[src/idle_connection_cache_top_macros.svh]
// assertion macros for the idle connection cache
// used by idle_connection_cache_top, no other dependencies
`ifndef IDLE_CONNECTION_CACHE_TOP_MACROS_SVH
`define IDLE_CONNECTION_CACHE_TOP_MACROS_SVH

// same-cycle implication, clocked on i_clk, off during reset
`define ICC_ASSERT_NOW(label, ante, cons) \
    label: assert property (@(posedge i_clk) disable iff (!i_rst_n) (ante) |-> (cons)) \
        else $error("icc assertion failed");

// next-cycle implication, clocked on i_clk, off during reset
`define ICC_ASSERT_NEXT(label, ante, cons) \
    label: assert property (@(posedge i_clk) disable iff (!i_rst_n) (ante) |=> (cons)) \
        else $error("icc assertion failed");

`endif

[src/icc_pkg.sv]
// types and constants shared by the idle connection cache
// no dependencies
package icc_pkg;

    // request codes
    typedef enum logic [1:0] {
        FUNC_STORE = 2'd0,
        FUNC_TAKE  = 2'd1,
        FUNC_CLEAR = 2'd2,
        FUNC_REAP  = 2'd3
    } t_func;

    localparam int HOST_W    = 32;
    localparam int CONN_W    = 16;
    localparam int TIME_W    = 48;
    localparam int TMO_W     = 20;
    localparam int ECNT_W    = 4;
    // running count width, enough for up to 127 slots
    localparam int CNT_W     = 7;
    localparam logic [TMO_W-1:0] TIMEOUT_RST = 20'd6000;

    // request word travelling down the cell row
    typedef struct packed {
        t_func              func;
        logic [HOST_W-1:0]  host;
        logic [CONN_W-1:0]  conn;
        logic [TIME_W-1:0]  now;
        logic [TIME_W-1:0]  expiry;
        logic               done;
        logic [CONN_W-1:0]  conn_out;
        logic [CNT_W-1:0]   cnt;
    } t_token;

endpackage

[src/icc_req_if.sv]
// request channel of the idle connection cache
// depends on nothing
interface icc_req_if;
    logic        valid;
    logic        ready;
    logic [1:0]  func;
    logic [31:0] host_key;
    logic [15:0] conn_handle;
    logic [47:0] now_time;

    modport source (output valid, func, host_key, conn_handle, now_time, input ready);
    modport sink   (input valid, func, host_key, conn_handle, now_time, output ready);
endinterface

[src/icc_rsp_if.sv]
// result channel of the idle connection cache
// depends on nothing
interface icc_rsp_if;
    logic        valid;
    logic        ready;
    logic        store_ok;
    logic        hit;
    logic [15:0] conn_out;
    logic [3:0]  entry_count;

    modport source (output valid, store_ok, hit, conn_out, entry_count, input ready);
    modport sink   (input valid, store_ok, hit, conn_out, entry_count, output ready);
endinterface

[src/icc_cell.sv]
// one slot of the idle connection table plus its stage of the request row
// depends on icc_pkg
module icc_cell
    import icc_pkg::*;
(
    input  logic   i_clk,
    input  logic   i_rst_n,
    input  logic   i_en,
    input  logic   i_vld,
    input  t_token i_tok,
    output logic   o_vld,
    output t_token o_tok
);

    logic              r_valid;
    logic [HOST_W-1:0] r_host;
    logic [CONN_W-1:0] r_conn;
    logic [TIME_W-1:0] r_expiry;
    logic              r_tok_vld;
    t_token            r_tok;

    logic   n_valid;
    t_token n_tok;
    logic   w_write;

    // apply the request to this slot
    always_comb begin
        n_valid = r_valid;
        n_tok   = i_tok;
        w_write = 1'b0;
        unique case (i_tok.func)
            FUNC_STORE: begin
                if (!i_tok.done && !r_valid) begin
                    n_valid   = 1'b1;
                    w_write   = 1'b1;
                    n_tok.done = 1'b1;
                end
            end
            FUNC_TAKE: begin
                if (!i_tok.done && r_valid && (r_host == i_tok.host)) begin
                    n_valid        = 1'b0;
                    n_tok.done     = 1'b1;
                    n_tok.conn_out = r_conn;
                end
            end
            FUNC_CLEAR: begin
                n_valid = 1'b0;
            end
            FUNC_REAP: begin
                if (r_valid && (i_tok.now > r_expiry)) begin
                    n_valid = 1'b0;
                end
            end
            default: begin
                n_valid = r_valid;
            end
        endcase
        n_tok.cnt = i_tok.cnt + CNT_W'(n_valid);
    end

    // slot state and stage register
    always_ff @(posedge i_clk) begin
        if (!i_rst_n) begin
            r_valid   <= 1'b0;
            r_tok_vld <= 1'b0;
        end else if (i_en) begin
            r_tok_vld <= i_vld;
            if (i_vld) begin
                r_valid <= n_valid;
                r_tok   <= n_tok;
                if (w_write) begin
                    r_host   <= i_tok.host;
                    r_conn   <= i_tok.conn;
                    r_expiry <= i_tok.expiry;
                end
            end
        end
    end

    assign o_vld = r_tok_vld;
    assign o_tok = r_tok;

endmodule

[src/idle_connection_cache_top.sv]
// idle connection cache: a request word walks a row of NUM_SLOTS cells, one per cycle while
// a finished word at the end of the row is not held by a full, unread output register.
// A request passes the entry stage, the walk through the cell row and the capture into the
// output register; the next request is taken only once that capture has happened.
// a finished result waits in the output register while the next request is taken.
// reset (synchronous, active low) empties every slot and sets idle_timeout to 6000.
// depends on icc_pkg, icc_req_if, icc_rsp_if, icc_cell and the macro header
`include "idle_connection_cache_top_macros.svh"

module idle_connection_cache_top
    import icc_pkg::*;
#(
    parameter int NUM_SLOTS = 8
) (
    input  logic             i_clk,
    input  logic             i_rst_n,
    icc_req_if.sink          i_req,
    icc_rsp_if.source        o_rsp,
    input  logic             i_cfg_we,
    input  logic [TMO_W-1:0] i_cfg_wdata
);

    logic [TMO_W-1:0] r_timeout;
    logic             r_busy;
    logic             r_tok0_vld;
    t_token           r_tok0;
    logic             r_out_vld;
    logic             r_store_ok;
    logic             r_hit;
    logic [CONN_W-1:0] r_conn_out;
    logic [ECNT_W-1:0] r_ecnt;

    logic               w_acc;
    logic               w_en;
    logic               w_done;
    logic [TIME_W:0]    w_sum;
    logic [TIME_W-1:0]  w_exp;
    logic [NUM_SLOTS:0] w_vld;
    t_token             w_tok [NUM_SLOTS+1];
    t_token             w_last;
    logic [CNT_W+ECNT_W-1:0] w_cnt_ext;

    // handshake and row advance
    assign w_acc       = i_req.valid && i_req.ready;
    assign i_req.ready = !r_busy;
    assign w_done      = w_vld[NUM_SLOTS];
    assign w_en        = !(w_done && r_out_vld && !o_rsp.ready);

    // expiry of a stored entry, saturating at the top of the time range
    assign w_sum = {1'b0, i_req.now_time} + {{(TIME_W + 1 - TMO_W){1'b0}}, r_timeout};
    assign w_exp = w_sum[TIME_W] ? {TIME_W{1'b1}} : w_sum[TIME_W-1:0];

    // timeout register
    always_ff @(posedge i_clk) begin
        if (!i_rst_n) begin
            r_timeout <= TIMEOUT_RST;
        end else if (i_cfg_we) begin
            r_timeout <= i_cfg_wdata;
        end
    end

    // entry stage and busy flag
    always_ff @(posedge i_clk) begin
        if (!i_rst_n) begin
            r_busy     <= 1'b0;
            r_tok0_vld <= 1'b0;
        end else begin
            if (w_acc) begin
                r_busy     <= 1'b1;
                r_tok0_vld <= 1'b1;
            end else begin
                if (w_en) begin
                    r_tok0_vld <= 1'b0;
                end
                if (w_done && w_en) begin
                    r_busy <= 1'b0;
                end
            end
        end
        if (w_acc) begin
            r_tok0.func     <= t_func'(i_req.func);
            r_tok0.host     <= i_req.host_key;
            r_tok0.conn     <= i_req.conn_handle;
            r_tok0.now      <= i_req.now_time;
            r_tok0.expiry   <= w_exp;
            r_tok0.done     <= 1'b0;
            r_tok0.conn_out <= '0;
            r_tok0.cnt      <= '0;
        end
    end

    assign w_vld[0] = r_tok0_vld;
    assign w_tok[0] = r_tok0;

    // row of slot cells, slot 0 first
    for (genvar g = 0; g < NUM_SLOTS; g++) begin : g_cell
        icc_cell u_cell (
            .i_clk   (i_clk),
            .i_rst_n (i_rst_n),
            .i_en    (w_en),
            .i_vld   (w_vld[g]),
            .i_tok   (w_tok[g]),
            .o_vld   (w_vld[g+1]),
            .o_tok   (w_tok[g+1])
        );
    end

    assign w_last    = w_tok[NUM_SLOTS];
    assign w_cnt_ext = {{ECNT_W{1'b0}}, w_last.cnt};

    // output register
    always_ff @(posedge i_clk) begin
        if (!i_rst_n) begin
            r_out_vld <= 1'b0;
        end else if (w_done && w_en) begin
            r_out_vld <= 1'b1;
        end else if (o_rsp.ready) begin
            r_out_vld <= 1'b0;
        end
        if (w_done && w_en) begin
            r_store_ok <= (w_last.func == FUNC_STORE) && w_last.done;
            r_hit      <= (w_last.func == FUNC_TAKE) && w_last.done;
            r_conn_out <= w_last.conn_out;
            r_ecnt     <= w_cnt_ext[ECNT_W-1:0];
        end
    end

    assign o_rsp.valid       = r_out_vld;
    assign o_rsp.store_ok    = r_store_ok;
    assign o_rsp.hit         = r_hit;
    assign o_rsp.conn_out    = r_conn_out;
    assign o_rsp.entry_count = r_ecnt;

    // checks on the request row
    `ICC_ASSERT_NOW(a_idle_row_empty, !r_busy, w_vld == '0)
    `ICC_ASSERT_NOW(a_one_word_in_row, 1'b1, $countones(w_vld) <= 1)
    `ICC_ASSERT_NEXT(a_accept_busy, w_acc, r_busy && r_tok0_vld)

endmodule

[src/flat_wrapper.sv]
// flat-port wrapper written by rule: the top's interface ports become plain ports
module idle_connection_cache_top_flat import icc_pkg::*;
#(
    parameter int NUM_SLOTS = 8
)
  (i_clk, i_rst_n, i_cfg_we, i_cfg_wdata, i_req_valid, i_req_func, i_req_host_key, i_req_conn_handle, i_req_now_time, i_req_ready, o_rsp_valid, o_rsp_store_ok, o_rsp_hit, o_rsp_conn_out, o_rsp_entry_count, o_rsp_ready);
  icc_req_if i_req_i ();
  icc_rsp_if o_rsp_i ();
  input  logic i_clk;
  input  logic i_rst_n;
  input  logic i_cfg_we;
  input  logic [TMO_W-1:0] i_cfg_wdata;
  input wire logic [$bits(i_req_i.valid)-1:0] i_req_valid;
  input wire logic [$bits(i_req_i.func)-1:0] i_req_func;
  input wire logic [$bits(i_req_i.host_key)-1:0] i_req_host_key;
  input wire logic [$bits(i_req_i.conn_handle)-1:0] i_req_conn_handle;
  input wire logic [$bits(i_req_i.now_time)-1:0] i_req_now_time;
  output wire logic [$bits(i_req_i.ready)-1:0] i_req_ready;
  output wire logic [$bits(o_rsp_i.valid)-1:0] o_rsp_valid;
  output wire logic [$bits(o_rsp_i.store_ok)-1:0] o_rsp_store_ok;
  output wire logic [$bits(o_rsp_i.hit)-1:0] o_rsp_hit;
  output wire logic [$bits(o_rsp_i.conn_out)-1:0] o_rsp_conn_out;
  output wire logic [$bits(o_rsp_i.entry_count)-1:0] o_rsp_entry_count;
  input wire logic [$bits(o_rsp_i.ready)-1:0] o_rsp_ready;
  assign i_req_i.valid = i_req_valid;
  assign i_req_i.func = i_req_func;
  assign i_req_i.host_key = i_req_host_key;
  assign i_req_i.conn_handle = i_req_conn_handle;
  assign i_req_i.now_time = i_req_now_time;
  assign i_req_ready = i_req_i.ready;
  assign o_rsp_valid = o_rsp_i.valid;
  assign o_rsp_store_ok = o_rsp_i.store_ok;
  assign o_rsp_hit = o_rsp_i.hit;
  assign o_rsp_conn_out = o_rsp_i.conn_out;
  assign o_rsp_entry_count = o_rsp_i.entry_count;
  assign o_rsp_i.ready = o_rsp_ready;
  idle_connection_cache_top #(.NUM_SLOTS(NUM_SLOTS)) u_core (.i_clk(i_clk), .i_rst_n(i_rst_n), .i_req(i_req_i), .o_rsp(o_rsp_i), .i_cfg_we(i_cfg_we), .i_cfg_wdata(i_cfg_wdata));
endmodule
[config.mk]
export PLATFORM = sky130hd
export DESIGN_NAME = idle_connection_cache_top_flat
export DESIGN_NICKNAME = d
export VERILOG_FILES = /design/src/icc_pkg.sv /design/src/icc_req_if.sv /design/src/icc_rsp_if.sv /design/src/icc_cell.sv /design/src/idle_connection_cache_top.sv /design/src/flat_wrapper.sv
export VERILOG_INCLUDE_DIRS = /design/src /design/src/src
export SDC_FILE = /design/constraint.sdc
export NUM_CORES = 2
export LEC_CHECK = 0
export ABC_AREA = 1
export BUFFER_PORTS_ARGS = -buffer_cell sky130_fd_sc_hd__buf_2
export CAP_MARGIN = 40
export CORE_UTILIZATION = 56
export CTS_CLUSTER_DIAMETER = 30
export DETAILED_ROUTE_END_ITERATION = 8
export HOLD_SLACK_MARGIN = 0.1
export PLACE_DENSITY = 0.72
export REMOVE_ABC_BUFFERS = 1
export SLEW_MARGIN = 10
export SYNTH_ARGS = -nofsm -noshare
export SYNTH_HDL_FRONTEND = slang
export SYNTH_SLANG_ARGS = --single-unit
[constraint.sdc]
create_clock -name i_clk -period 20.1 [get_ports i_clk]
set_input_delay 0 -clock i_clk [delete_from_list [all_inputs] [get_ports i_clk]]
set_output_delay 0 -clock i_clk [all_outputs]
set_load 0.05 [all_outputs]
## Word level (Yosys, flattened, before mapping)

Cells that the tools add are included.

| storage, ports and cells | value |
|---|---|
| logic and storage cells | 336 |
| bits of input ports | 123 |
| bits in registers | 2162 |

| operators by class | value |
|---|---|
| multiplexer cells | 83 |
| reduce and logical (&&, ||, !) cells | 89 |
| magnitude comparators | 8 |
| bitwise logic cells | 1 |
| $add $sub $neg | 8 |
| equality and inequality tests | 34 |

Operators with widths:

| kind | count |
|---|---|
| greater-than comparator 48 bit | 8 |
| equality test 32 bit | 8 |
| two-way mux 17 bit | 8 |
| two-way mux 16 bit | 7 |
| two-way mux 1 bit | 52 |
| adder 48 x 20 -> 49 bit | 1 |
| logical AND 1 bit | 36 |
| equality test 2 bit (second input constant) | 16 |
| one-hot mux 1 bit (4 select lines) | 8 |
| AND reduction 4 bit | 8 |
| AND reduction 3 bit | 8 |
| adder 4 x 1 -> 4 bit | 5 |
| equality test 2 x 1 -> 1 bit (second input constant) | 9 |
| logical NOT 2 bit | 9 |
| AND reduction 2 bit | 9 |
| logical NOT 1 bit | 17 |
| one-hot mux 1 bit (2 select lines) | 8 |
| nonzero test 2 bit | 2 |
| adder 2 x 1 -> 3 bit | 1 |
| adder 1 x 1 -> 2 bit | 1 |
| inequality test 2 x 1 -> 1 bit (second input constant) | 1 |
| inverter 1 bit | 1 |

## Longest topological paths before layout

| logic depth | value |
|---|---|
| depth in word-level cells | 6 |
| depth in mapped cells | 21 |

## Modules after synthesis

A second synthesis with hierarchy kept.

| unflattened totals | value |
|---|---|
| cell total of the unflattened synthesis | 6154 |
| area, all modules | 90549.3 µm² |

By module, submodules not included:

| module | area each (µm²) | cells an instance | instances | seq. area each (µm²) |
|---|---|---|---|---|
| icc_cell at u_core.g_cell[0].u_cell ... | 10188.5 | 658 | 7 | 8027.7 |
| icc_cell at u_core.g_cell[4].u_cell | 10252.3 | 660 | 1 | 8027.7 |
| idle_connection_cache_top | 8977.4 | 888 | 1 | 5505.3 |

## Worst setup path after synthesis

Ideal clock, no wire load.

| path | value |
|---|---|
| path kind | reg2reg |
| from | register u_core.r_out_vld, in the netlist u_core.o_rsp.valid |
| to | register u_core.g_cell[3].u_cell.r_conn[0], enable pin |
| slack | 4375 ps |
| library setup time | 669 ps |
| cell stages (with the launch flop) | 8 |
| data arrival time | 15055 ps |
| cell sequence | dfxtp_1 > nand2_1 > nor2_1 > nor2_1 > clkinv_1 > nor2_1 > inv_1 > nor3_1 |

| on the way | value |
|---|---|
| cells in the longest elaborated chain, start to end | 4 |

RTL lines:

| item | line | source |
|---|---|---|
| start, declared | idle_connection_cache_top.sv:27 | `logic r_out_vld;` |
| start signal, assigned | idle_connection_cache_top.sv:114 | `r_out_vld <= 1'b0;` |
| start signal, assigned | idle_connection_cache_top.sv:116 | `r_out_vld <= 1'b1;` |
| start signal, assigned | idle_connection_cache_top.sv:118 | `r_out_vld <= 1'b0;` |
| logical AND 1 bit (2 in series) | idle_connection_cache_top.sv:47 | `assign w_en = !(w_done && r_out_vld && !o_rsp.ready);` |
| inverter 1 bit (no line) | - |  |
| AND reduction 4 bit (no line) | - |  |
| end signal, assigned | icc_cell.sv:73 | `r_conn <= i_tok.conn;` |
| end, declared | icc_cell.sv:17 | `logic [CONN_W-1:0] r_conn;` |

Every way passes these cells.
A chain may end at the register's enable or synchronous reset.

## Final worst setup path

| path | value |
|---|---|
| from | input port o_rsp_ready |
| to | register u_core.g_cell[3].u_cell.r_expiry[6], enable pin |

| on the way | value |
|---|---|
| cells in the longest elaborated chain, start to end | 4 |

RTL lines:

| item | line | source |
|---|---|---|
| start, declared | flat_wrapper.sv:24 | `input wire logic [$bits(o_rsp_i.ready)-1:0] o_rsp_ready;` |
| logical NOT 1 bit | idle_connection_cache_top.sv:47 |  |
| logical AND 1 bit | idle_connection_cache_top.sv:47 |  |
| inverter 1 bit (no line) | - |  |
| AND reduction 4 bit (no line) | - |  |
| end signal, assigned | icc_cell.sv:74 | `r_expiry <= i_tok.expiry;` |
| end, declared | icc_cell.sv:18 | `logic [TIME_W-1:0] r_expiry;` |

Every way passes these cells.

==> key figures <==
STA
  – Crit share post-route: 19.0%
  – Setup Viol. Count Final: 0
  – Final Slew Violations: 0
  – Fmax: 262 MHz
  – Hold WS: 0.172 ns
  – Worst Skew: 0.0789 ns
  – Slew @ Worst Pin: 0.894 ns
  – Final min period: 3.81 ns
  – Relative slew margins: 40.4%
  – RSZ-0062 raised after global routing: no
  – Hold Vio Cnt, Final: 0
  – TNS Setup: 0 ns

Routing
  – Drt first pass iters: 6
  – Final wirelength: 167000 µm
  – WL/cell: 19.1 µm
  – Routed via count: 46200
  – Number of vias per cell: 5.28
  – Routed Antenna Nets: 0
  – Detailed Route Iter0 Violations: 3577
  – DRC violations left: 0

Power
  – Sw power: 2.27 mW
  – Logic pwr share: 2.0%
  – Internal Pwr Total: 8.89 mW
  – Sw frac: 20.3%
  – Pwr Density: 109 nW/µm²
  – VDD IR-drop max: 0.000110 V
  – Clock network fraction of total power: 53.1%
  – Flop pwr share: 44.9%
  – Final Power: 11.2 mW
  – Pleak: 39.6 nW

Flow run
  – Max-cap violation count: 0

Clocking
  – CTS tree: yes
  – Root Driver: clkbuf_16
  – Max clock buf depth: 4
  – Post-CTS setup buffer count: 0
  – Worst-Skew Late Latency: 0.94 ns
  – Clk slew on worst S/H paths: 0.05 ns
  – CTS Sinks: 2161
  – Hold Buf Count CTS: 289
  – Post-cts resize count: 0
  – H-tree depth: 5
  – TritonCTS Buffers: 357

Final layout
  – Final net count: 7076
  – Layout cells sized above 1: 12.4%
  – Area delta synth->final: 22.1%
  – Final Util: 69.1%

Synth
  – Yosys warns: 0
  – Ys async rst share: 0%
  – Mapped Cells: 5717
  – Post-synthesis sequential area ratio: 76.9%
  – Syn_area_per_cell: 14.7 µm²
  – Post-synthesis cell type count: 53
  – Synth Cell Area: 83800 µm²
  – Post-synth EDFFs: 2122
  – Seq cells post-synth: 2161
  – Top_reg_cell synth: edfxtp_1

Floorplanning
  – Starting Density: 56.6%
  – # rows: 141
  – Vert. Die Dim: 389 µm
  – IO Count: 147
  – Die W: 389 µm
  – Core ar.: 148000 µm²
  – Total die area: 151000 µm²

Worst hold path
  – Worst Hold Class: primary input to register
  – Hold path depth: 4
  – Hold wc startpoint: i_req_now_time[32]

Worst setup path
  – Crit Path Max Fanout: 66
  – R2R depth: 13
  – RR Startpoint: u_core.o_rsp.valid$_SDFFE_PN0P_
  – CP Capture Type: register
  – Startpoint Class: primary input
  – Critical path data arrival time: 4.32 ns
  – CP Launch Point: o_rsp_ready
  – WS Path Type: primary input to register
  – Worst Path Required: 20.61 ns

Global routing
  – Initial antenna violation count: 12
  – First-pass GRT wire length: 258000 µm
  – Pin count of the biggest net entering global routing: 79
  – Total grt overflow: 0
  – Tot GR Track Use: 22.2%
  – Vias in the first global route: 47300

Place
  – Hpwl dp: 108000 µm
  – Routability cong.: 0.914
  – Number of port buffers: 146

Status
  – Status: complete, no violations
==> layer usage <==
| layer | up-vias | part of all wire [%] | global-route usage (%) |
|---|---|---|---|
| met1 | 22200 | 43 | 30.1 |
| met4 | 2 | 3.8 | 9.78 |
| met5 | - | 0.0048 | 0 |
| li1 | 21900 | - | - |
| met2 | 1730 | 47 | 35.2 |
| met3 | 413 | 6.1 | 4.10 |
==> through the flow <==
step | cells | worst slack (ns) | cell area (µm²)
floorplan | 5684 | 4.08 | 83700
global placement | 7798 | 16.09 | 87200
detailed placement | 7812 | 16.39 | 87500
CTS | 8729 | 16.35 | 102000
global route | 8746 | 16.02 | 102000
finish | 8746 | 16.29 | 102000
==> synthesized netlist by cell type (all sizes together), types with 2 or more instances <==
master,n,area (µm²)
o21bai,9,67.6
o211ai,7,52.6
o311ai,2,17.5
a21oi,202,1030
a21o,12,90.1
edfxtp,2122,63700
xor2,92,806
nor2,325,1240
ha,417,5220
o21ai,113,566
o22ai,41,257
and2,6,37.5
or2,19,119
nor3,52,285
inv,785,2950
dfxtp,39,781
a211oi,3,22.5
nor4,20,125
buf,18,111
a31oi,5,31.3
o21a,14,105
nand3b,13,97.6
nand4,46,288
and3,2,12.5
nand2,1071,4060
nand3,171,856
nor3b,5,37.5
a22o,11,96.3
a21boi,2,15.0
clkbuf,15,56.3
xnor2,69,604
==> cells in the final DEF (no fill, tap or decap), types with 36 or more instances in the layout <==
| cell type | Yosys | final |
|---|---|---|
| clkinv_2 | 0 | 36 |
| nand4_1 | 46 | 46 |
| dfxtp_1 | 39 | 39 |
| xnor2_1 | 69 | 69 |
| clkbuf_16 | 0 | 362 |
| nand2_1 | 1055 | 1055 |
| inv_6 | 0 | 47 |
| inv_1 | 767 | 766 |
| ha_1 | 417 | 417 |
| nand3_1 | 171 | 171 |
| o22ai_1 | 41 | 41 |
| a21oi_1 | 200 | 200 |
| clkinv_1 | 1 | 40 |
| dlygate4sd3_1 | 0 | 289 |
| buf_2 | 14 | 146 |
| nor2_1 | 318 | 308 |
| xor2_1 | 92 | 92 |
| edfxtp_1 | 2122 | 2122 |
| bufinv_16 | 0 | 39 |
| o21ai_0 | 99 | 99 |
| buf_4 | 0 | 39 |
| nor3_1 | 47 | 40 |
==> final timing paths <==
path / end / slack (ns)
setup reg to reg: u_core.g_cell[3].u_cell.r_expiry[6]$_DFFE_PP_ / 16.37
setup / recovery: u_core.g_cell[3].u_cell.r_expiry[6]$_DFFE_PP_ / 16.29
hold reg to reg: u_core.g_cell[7].u_cell.r_expiry[39]$_DFFE_PP_ / 0.40
hold / removal: u_core.r_tok0[56]$_SDFFCE_PP1P_ / 0.17
==> flip-flops by register name, indices dropped and copies added (netlist names), 16 cells and up <==
name and cells:
u_core.g_cell.u_cell.o_tok 1186, u_core.g_cell.u_cell.r_conn 128, u_core.g_cell.u_cell.r_expiry 384, u_core.g_cell.u_cell.r_host 256, u_core.o_rsp.conn_out 16, u_core.r_timeout 20, u_core.r_tok0 146
==> cell families (layout without fill, tap and decap cells) <==
family | after synthesis | in the layout | share of synthesized area (%)
buffers and inverters | 819 | 1906 | 3.72
adder cells (fa/ha/maj) | 418 | 418 | 6.25
XOR/XNOR | 161 | 161 | 1.68
flip-flops | 2161 | 2161 | 76.9
other | 0 | 12 | 0
AO/OA/AOI/OAI | 424 | 424 | 2.83
AND/OR/NAND/NOR | 1734 | 1734 | 8.58
==> worst max-delay path: stages <==
cell and delay [ns]:
dlygate4sd3_1 0.53, buf_2 0.10, dlygate4sd3_1 0.53, inv_1 0.10
nand2_1 0.12, nor2_1 0.07, buf_4 0.19, nor2_1 0.12
clkinv_1 0.07, buf_4 0.26, nor2_4 0.11, buf_4 0.33
buf_16 0.32, inv_1 0.12, nor3_2 0.12, buf_4 0.52
buf_4 0.60
==> layout make-up <==
| type | count | area (µm²) |
|---|---|---|
| clock buffer | 389 | 9170 |
| inverter | 786 | 2960 |
| multi-input combinational | 2737 | 16300 |
| timing repair buffer | 492 | 4350 |
| tap | 1930 | 2410 |
| fill | 8946 | 45800 |
| clock inverter | 239 | 2640 |
| sequential | 2161 | 64500 |
| antenna | 12 | 30.0 |
==> power groups by stage <==
stage	clock network (mW)	registers, mW	logic (mW)
after CTS	5.99	5.01	0.212
after floorplan	0	5.09	0.103
after detailed placement	0	5.10	0.163
final	5.93	5.02	0.220
after global placement	0	5.10	0.157
after global routing	6.20	5.02	0.240
Note: power is estimated with default switching activity, not from simulation.
